## src/design/hsv2rgb_pkg.sv

```systemverilog
// Shared types and constants for the 8-bit HSV to RGB converter.
package hsv2rgb_pkg;

  // Hue sector codes; the last sector also serves as the default.
  typedef enum logic [2:0] {
    SEC_0 = 3'd0,
    SEC_1 = 3'd1,
    SEC_2 = 3'd2,
    SEC_3 = 3'd3,
    SEC_4 = 3'd4,
    SEC_5 = 3'd5
  } sector_t;

  typedef struct packed {
    sector_t    sector;
    logic [7:0] frac;
  } hue_split_t;

  localparam logic [7:0]  CHAN_MAX   = 8'd255;
  localparam logic [15:0] FULL_SQ    = 16'd65025;        // 255 * 255
  // floor(2^24 / 255) and floor(2^32 / 65025): estimates are low by at most one
  localparam logic [16:0] RECIP_255  = 17'd65793;
  localparam logic [16:0] RECIP_SQ   = 17'd66051;
  localparam logic [16:0] FULL_SQ_17 = 17'd65025;
  localparam logic [8:0]  DIV_255    = 9'd255;

endpackage

```

## src/design/hsv2rgb_sector.sv

```systemverilog
// Hue wrap, sector lookup and fraction numerator of six times hue over 255.
module hsv2rgb_sector
  import hsv2rgb_pkg::*;
(
  input  logic [7:0] hue,
  output hue_split_t split
);

  logic [7:0]  hue_w;
  logic [10:0] six_h;
  logic [10:0] base;
  sector_t     sec;

  always_comb begin
    hue_w = (hue == CHAN_MAX) ? 8'd0 : hue;
    six_h = {1'b0, hue_w, 2'b00} + {2'b00, hue_w, 1'b0};
    if (six_h >= 11'd1275) begin
      sec  = SEC_5;
      base = 11'd1275;
    end else if (six_h >= 11'd1020) begin
      sec  = SEC_4;
      base = 11'd1020;
    end else if (six_h >= 11'd765) begin
      sec  = SEC_3;
      base = 11'd765;
    end else if (six_h >= 11'd510) begin
      sec  = SEC_2;
      base = 11'd510;
    end else if (six_h >= 11'd255) begin
      sec  = SEC_1;
      base = 11'd255;
    end else begin
      sec  = SEC_0;
      base = 11'd0;
    end
    split.sector = sec;
    split.frac   = 8'((six_h - base));
  end

endmodule

```

## src/design/hsv_to_rgb_8bit.sv

```systemverilog
// Top level of the 8-bit HSV to RGB converter: a six-stage pipeline.
//
// Usage:
//   The input channel (in_valid / in_stall) carries one HSV pixel per
//   transaction: in_hue (0..255, 255 is the same as 0), in_saturation and
//   in_brightness. The output channel (out_valid / out_stall) carries one
//   RGB pixel per transaction on out_red, out_green and out_blue.
//   Every input transaction yields exactly one output transaction, in order.
//
// Timing:
//   An input transaction passes through stage registers 1 to 6 to reach
//   out_valid. Throughput is one pixel per clock while nothing stalls; most
//   stages hold multiplies or adds/compares, and they advance independently.
//
// Stalls:
//   Each stage moves forward when it is empty or the stage after it moves,
//   so bubbles collapse. in_stall rises only when every stage holds a pixel
//   and the receiver stalls the output register; the output payload holds.
//
// Reset:
//   rst_n (synchronous, active low) clears all valid bits; no pixel is in
//   flight after reset. The payload registers are not reset.
module hsv_to_rgb_8bit
  import hsv2rgb_pkg::*;
(
  input  logic       clk,
  input  logic       rst_n,
  input  logic       in_valid,
  output logic       in_stall,
  input  logic [7:0] in_hue,
  input  logic [7:0] in_saturation,
  input  logic [7:0] in_brightness,
  output logic       out_valid,
  input  logic       out_stall,
  output logic [7:0] out_red,
  output logic [7:0] out_green,
  output logic [7:0] out_blue
);

  // Stage valid bits and advance enables, index 1..6 (6 is the output)
  logic [6:1] vld_r;
  logic [6:1] vld_nxt;
  logic [6:1] adv;

  hue_split_t split;

  // Stage 1: sector split
  hue_split_t s1_split_r;
  logic [7:0] s1_sat_r, s1_val_r, s1_nsat_r;
  logic       s1_grey_r;
  // Stage 2: first products
  sector_t    s2_sec_r;
  logic [7:0] s2_val_r;
  logic       s2_grey_r;
  logic [15:0] s2_sf_r, s2_sg_r, s2_vp_r;
  // Stage 3: complements against 65025
  sector_t    s3_sec_r;
  logic [7:0] s3_val_r;
  logic       s3_grey_r;
  logic [15:0] s3_a_r, s3_b_r, s3_vp_r;
  // Stage 4: scaled by brightness
  sector_t    s4_sec_r;
  logic [7:0] s4_val_r;
  logic       s4_grey_r;
  logic [23:0] s4_yq_r, s4_yt_r;
  logic [15:0] s4_vp_r;
  // Stage 5: reciprocal estimates
  sector_t    s5_sec_r;
  logic [7:0] s5_val_r;
  logic       s5_grey_r;
  logic [23:0] s5_yq_r, s5_yt_r;
  logic [15:0] s5_vp_r;
  logic [8:0]  s5_eq_r, s5_et_r, s5_ep_r;
  // Stage 6: output register
  logic [7:0] red_r, green_r, blue_r;

  logic [40:0] prod_q, prod_t;
  logic [32:0] prod_p;
  logic [25:0] back_q, back_t;
  logic [16:0] back_p;
  logic [25:0] rem_q, rem_t;
  logic [16:0] rem_p;
  logic [8:0]  quo_q, quo_t, quo_p;
  logic [7:0]  q_c, t_c, p_c;
  logic [7:0]  red_nxt, green_nxt, blue_nxt;

  hsv2rgb_sector u_sector (
    .hue   (in_hue),
    .split (split)
  );

  // Ready chain: a stage advances if it is empty or its successor advances
  always_comb begin
    adv[6] = !vld_r[6] || !out_stall;
    adv[5] = !vld_r[5] || adv[6];
    adv[4] = !vld_r[4] || adv[5];
    adv[3] = !vld_r[3] || adv[4];
    adv[2] = !vld_r[2] || adv[3];
    adv[1] = !vld_r[1] || adv[2];
    vld_nxt = vld_r;
    if (adv[1]) vld_nxt[1] = in_valid;
    if (adv[2]) vld_nxt[2] = vld_r[1];
    if (adv[3]) vld_nxt[3] = vld_r[2];
    if (adv[4]) vld_nxt[4] = vld_r[3];
    if (adv[5]) vld_nxt[5] = vld_r[4];
    if (adv[6]) vld_nxt[6] = vld_r[5];
  end

  assign in_stall = !adv[1];

  always_ff @(posedge clk) begin
    if (!rst_n) begin
      vld_r <= '0;
    end else begin
      vld_r <= vld_nxt;
    end
  end

  // Quotient estimates from reciprocal multiplies (low by at most one)
  always_comb begin
    prod_q = 41'(s4_yq_r) * 41'(RECIP_SQ);
    prod_t = 41'(s4_yt_r) * 41'(RECIP_SQ);
    prod_p = 33'(s4_vp_r) * 33'(RECIP_255);
  end

  // Correct the estimates, saturate, then route channels by sector (grey: all brightness)
  always_comb begin
    back_q = 26'(s5_eq_r) * 26'(FULL_SQ_17);
    back_t = 26'(s5_et_r) * 26'(FULL_SQ_17);
    back_p = 17'(s5_ep_r) * 17'(DIV_255);
    rem_q  = 26'(s5_yq_r) - back_q;
    rem_t  = 26'(s5_yt_r) - back_t;
    rem_p  = 17'(s5_vp_r) - back_p;
    quo_q  = (rem_q >= 26'(FULL_SQ_17)) ? s5_eq_r + 9'd1 : s5_eq_r;
    quo_t  = (rem_t >= 26'(FULL_SQ_17)) ? s5_et_r + 9'd1 : s5_et_r;
    quo_p  = (rem_p >= 17'(DIV_255))    ? s5_ep_r + 9'd1 : s5_ep_r;
    q_c = quo_q[8] ? CHAN_MAX : quo_q[7:0];
    t_c = quo_t[8] ? CHAN_MAX : quo_t[7:0];
    p_c = quo_p[8] ? CHAN_MAX : quo_p[7:0];
    if (s5_grey_r) begin
      red_nxt   = s5_val_r;
      green_nxt = s5_val_r;
      blue_nxt  = s5_val_r;
    end else begin
      case (s5_sec_r)
        SEC_0: begin
          red_nxt = s5_val_r; green_nxt = t_c; blue_nxt = p_c;
        end
        SEC_1: begin
          red_nxt = q_c; green_nxt = s5_val_r; blue_nxt = p_c;
        end
        SEC_2: begin
          red_nxt = p_c; green_nxt = s5_val_r; blue_nxt = t_c;
        end
        SEC_3: begin
          red_nxt = p_c; green_nxt = q_c; blue_nxt = s5_val_r;
        end
        SEC_4: begin
          red_nxt = t_c; green_nxt = p_c; blue_nxt = s5_val_r;
        end
        default: begin
          red_nxt = s5_val_r; green_nxt = p_c; blue_nxt = q_c;
        end
      endcase
    end
  end

  // Payload registers: load when the stage advances and its source is valid
  always_ff @(posedge clk) begin
    if (adv[1] && in_valid) begin
      s1_split_r <= split;
      s1_sat_r   <= in_saturation;
      s1_val_r   <= in_brightness;
      s1_nsat_r  <= CHAN_MAX - in_saturation;
      s1_grey_r  <= (in_saturation == 8'd0);
    end
    if (adv[2] && vld_r[1]) begin
      s2_sec_r  <= s1_split_r.sector;
      s2_val_r  <= s1_val_r;
      s2_grey_r <= s1_grey_r;
      s2_sf_r   <= 16'(s1_sat_r) * 16'(s1_split_r.frac);
      s2_sg_r   <= 16'(s1_sat_r) * 16'(CHAN_MAX - s1_split_r.frac);
      s2_vp_r   <= 16'(s1_val_r) * 16'(s1_nsat_r);
    end
    if (adv[3] && vld_r[2]) begin
      s3_sec_r  <= s2_sec_r;
      s3_val_r  <= s2_val_r;
      s3_grey_r <= s2_grey_r;
      s3_a_r    <= FULL_SQ - s2_sf_r;
      s3_b_r    <= FULL_SQ - s2_sg_r;
      s3_vp_r   <= s2_vp_r;
    end
    if (adv[4] && vld_r[3]) begin
      s4_sec_r  <= s3_sec_r;
      s4_val_r  <= s3_val_r;
      s4_grey_r <= s3_grey_r;
      s4_yq_r   <= 24'(s3_val_r) * 24'(s3_a_r);
      s4_yt_r   <= 24'(s3_val_r) * 24'(s3_b_r);
      s4_vp_r   <= s3_vp_r;
    end
    if (adv[5] && vld_r[4]) begin
      s5_sec_r  <= s4_sec_r;
      s5_val_r  <= s4_val_r;
      s5_grey_r <= s4_grey_r;
      s5_yq_r   <= s4_yq_r;
      s5_yt_r   <= s4_yt_r;
      s5_vp_r   <= s4_vp_r;
      s5_eq_r   <= prod_q[40:32];
      s5_et_r   <= prod_t[40:32];
      s5_ep_r   <= prod_p[32:24];
    end
    if (adv[6] && vld_r[5]) begin
      red_r   <= red_nxt;
      green_r <= green_nxt;
      blue_r  <= blue_nxt;
    end
  end

  assign out_valid = vld_r[6];
  assign out_red   = red_r;
  assign out_green = green_r;
  assign out_blue  = blue_r;

endmodule

```

## config.mk

```make
export PLATFORM = sky130hd
export DESIGN_NAME = hsv_to_rgb_8bit
export DESIGN_NICKNAME = d
export VERILOG_FILES = /design/src/design/hsv2rgb_pkg.sv /design/src/design/hsv2rgb_sector.sv /design/src/design/hsv_to_rgb_8bit.sv
export SDC_FILE = /design/constraint.sdc
export NUM_CORES = 2
export LEC_CHECK = 0
export BUFFER_PORTS_ARGS = -buffer_cell sky130_fd_sc_hd__buf_2
export CORE_MARGIN = 2
export CORE_UTILIZATION = 45
export DETAILED_ROUTE_END_ITERATION = 10
export PLACE_DENSITY = 0.64
export RECOVER_POWER = 50
export SYNTH_ARGS = -nofsm -noshare
export SYNTH_HDL_FRONTEND = slang
export SYNTH_HIERARCHICAL = 1
export SYNTH_SLANG_ARGS = --single-unit
export TNS_END_PERCENT = 50
```

## constraint.sdc

```tcl
create_clock -name clk -period 14.56 [get_ports clk]
set_clock_uncertainty 0.2 [all_clocks]
set_input_delay 2.184 -clock clk [delete_from_list [all_inputs] [get_ports clk]]
set_output_delay 2.184 -clock clk [all_outputs]
set_load 0.01 [all_outputs]
```

==> results.ini <==
[power]
combinationalPowerShare_pct=60.7
power_density_mw_per_mm2=152
peakVddDrop_v=0.000140
power.net_switching_uw=3020
swShare_pct=41.9
leakage_uw=0.0225
power_frac_seq_pct=22.6
clkPwrFrac_pct=16.7
power.internal_uw=4190

[clocking]
cts_resized=0
cts_buffers=44
cts_tree=done
post_cts.repair.setup_buffers=0
cts_sinks=365
cts_root_buf=clkbuf_16
h-tree-depth=2
clkSlewWorstSetupHoldPaths_ns=0.06
clk_latency_ns=0.60
cts_hold_buf=0
clockBufferDepth=3

[grt]
grt_use_total_pct=18.6
grt-ovfl-total=0
antenna_found_initial=0
grt_pass1_vias=30500
grt_max_degree=77
grt_pass1_wl_mm=153

[floorplan]
initial_core_util_pct=45.5
rows=114
die_h_um=317
pin_count=54
die_x_um=317
core_area_mm2=0.0970
dieArea_mm2=0.101

[critical_path]
reg2regPathDepth=22
end_kind=flip-flop
crit_type=flip-flop to flip-flop
critPathLaunchType=flip-flop
cp_data_arrival_time_ns=8.10
r2r_start=s5_et_r[8]$_DFFE_PP_
crit_required_ns=14.78
timing.rr.end=out_blue[1]$_DFFE_PP_
path_max_fanout=16
r2r_slack_ns=6.67

[status]
outcome=finished with violations
failed_checks=max-capacitance violations, max-slew violations

[routing]
drtIter0Drc=1520
vias=30100
viasPerCell=5.24
ant_nets=0
drcViolationCount=0
routed_wl_mm=91.1
avgRoutedWirePerCell_um=15.9
drt-pass1-iter-count=5

[final_layout]
drive_gt1_share_pct=3.77
syn2layout_area_growth_pct=7.21
fillers=8998
fin_nets=5620
seq_area_mm2=0.0109
insertedDiodeCount=0
multi_input_area_mm2=0.0296

[sta]
report.final.slew_viol_count=409
setup_viol_count_final=0
tns_ns=0
finalHoldViolCount=0
fmax_ghz=0.127
rsz0062_at_grt=false
maxSlewHeadroom_pct=-170
fin_crit_ns=7.89
tightest_slew_ns=4.04
fin_crit_sh_pct=54.2
worst_slack_ns=6.67

[logic_synthesis]
synth-async-reset-ratio_pct=0
syn-cell-area_mm2=0.0441
synth.distinct_cells=112
yosysWarnings=6
synth.avg_cell_area_um2=10.0
synth-edff-count=359
ys_seq_elements=365
syn-num-nets=5595
ys_seq_area_share_pct=24.7
ys_dominant_reg_cell=edfxtp_1
syn-instance-count=4401

[min_path]
worstHoldStart=s2_vp_r[6]$_DFFE_PP_
min_path_cells=0
hold_path_end=s3_vp_r[6]$_DFFE_PP_
hold_class=flip-flop to flip-flop

[placed_design]
portBuffers=53
hpwlAfterDp_mm=73.0
place_ws_ns=6.71
place_congestion=0.906

[run]
maxCapViolCount=11

==> worst max path at each step <==
| stage | to | startpoint | cells past startpoint | slack, ns |
|---|---|---|---|---|
| 6_report | out_blue[1]$_DFFE_PP_ | s5_et_r[8]$_DFFE_PP_ | 22 | 6.67 |
| 3_5_place_dp | out_blue[1]$_DFFE_PP_ | s5_et_r[8]$_DFFE_PP_ | 22 | 6.71 |
| 5_1_grt | out_red[0]$_DFFE_PP_ | s5_et_r[8]$_DFFE_PP_ | 22 | 6.21 |
| 2_1_floorplan | s4_grey_r$_DFFE_PP_ | out_stall | 2 | 5.80 |
| 4_1_cts | out_blue[1]$_DFFE_PP_ | s5_et_r[8]$_DFFE_PP_ | 22 | 6.69 |
| 3_3_place_gp | out_blue[1]$_DFFE_PP_ | s5_et_r[8]$_DFFE_PP_ | 22 | 6.88 |
==> synthesized netlist by cell type (all sizes together), types with 29 or more instances <==
cell | number | share of area, %
fa | 441 | 20
o21a | 29 | 0.49
nor2b | 68 | 0.96
nand3 | 49 | 0.57
a21o | 70 | 1.2
nand2 | 343 | 2.9
nand4 | 49 | 0.76
inv | 888 | 7.6
and2 | 204 | 2.9
edfxtp | 359 | 24
xor2 | 52 | 1.0
nand2b | 56 | 0.81
clkbuf | 81 | 0.69
a21oi | 139 | 1.6
nor2 | 156 | 1.3
nor3 | 54 | 0.73
ha | 725 | 21
xnor2 | 114 | 2.3
o21ai | 116 | 1.3
==> critical path, cell delays in order, from the launching register on <==
cell	delay [ns]
edfxtp_1	0.67
inv_1	0.28
fa_1	0.70
ha_1	0.33
xor2_1	0.20
fa_1	0.47
fa_1	0.55
inv_1	0.05
fa_1	0.50
inv_1	0.04
ha_1	0.41
a21o_1	0.22
a21oi_1	0.20
o211ai_1	0.12
o311a_1	0.41
or3_1	0.32
a22oi_1	0.19
nand4_1	0.21
nor3_4	0.54
mux2_2	0.41
o31a_1	0.26
a21o_1	0.19
a221oi_2	0.26
==> registers in the layout, summed over array words and instances, names as in the netlist, 24 cells and up <==
| name | count |
|---|---|
| s4_yq_r | 24 |
| s5_yt_r | 24 |
| s4_yt_r | 24 |
| s5_yq_r | 24 |
==> power groups by stage <==
stage	Combinational, µW	Clock [µW]	Sequential, µW
2_1_floorplan	3590	0	1560
3_3_place_gp	4310	0	1650
3_5_place_dp	4390	0	1650
4_1_cts	4440	1230	1630
5_1_grt	5140	1270	1650
6_report	4380	1200	1630
==> per-stage QoR <==
stage | std cells | area (µm²) | power [µW] | util [%] | hold WS (ns)
after floorplan | 4401 | 44100 | 5150 | - | 0.200
after global placement | 5656 | 45800 | 5960 | 47.2 | 0.202
after detailed placement | 5656 | 45800 | 6040 | 47.2 | 0.205
after CTS | 5734 | 47400 | 7300 | 48.9 | 0.217
after global routing | 5734 | 47300 | 8060 | 48.8 | 0.218
final | 5734 | 47300 | 7210 | 48.8 | 0.215
==> cell usage in the layout, fill, tap and decap left out, types with 10 or more instances in the layout <==
cell type    n
and2_1     183
a21oi_1    138
and3_1      18
bufinv_16   10
nor2b_1     65
or3_1       19
nor4_1      11
nand4_1     46
a211oi_1    18
o211ai_1    24
and4_1      13
inv_1      887
nor2_1     154
a31oi_1     25
xor2_1      52
ha_1       725
fa_1       441
xnor2_1    110
o22ai_1     14
clkbuf_16   44
edfxtp_1   359
clkbuf_1    42
nand2b_1    55
o21a_1      29
a21boi_0    22
o31ai_1     16
and2_0      18
a21o_1      69
o21ai_0    112
o21bai_1    11
nand2_1    343
buf_2       24
mux2i_1     13
nand3_1     48
nor3_1      49
==> area by class of cell <==
cell class,instances,share of cell area [%]
clock buffer,46,2.34
clock inverter,32,1.02
inverter,890,7.06
multi-input combinational,3056,62.5
sequential,365,23.0
tap,1276,3.37
timing repair buffer,69,0.651
==> routing by layer <==
metal	GRT usage, %	up-vias	part of all wire, %
li1	-	14700	-
met1	26.3	14800	48
met2	31.3	481	47
met3	1.81	97	3.7
met4	3.49	0	1.5
met5	0	-	0
==> cells by family after synthesis <==
family                     Yosys count  synth area share (%)
and+or+nand+nor                   1081                  12.7
AOI/OAI and AO/OA                  621                  9.71
xor gates and xnor gates           166                  3.36
muxes                               20                 0.479
DFF                                365                  24.7
adders and majority gates         1168                  40.6
buffers and inverters              980                  8.39
(Power assumes the default switching activity.)
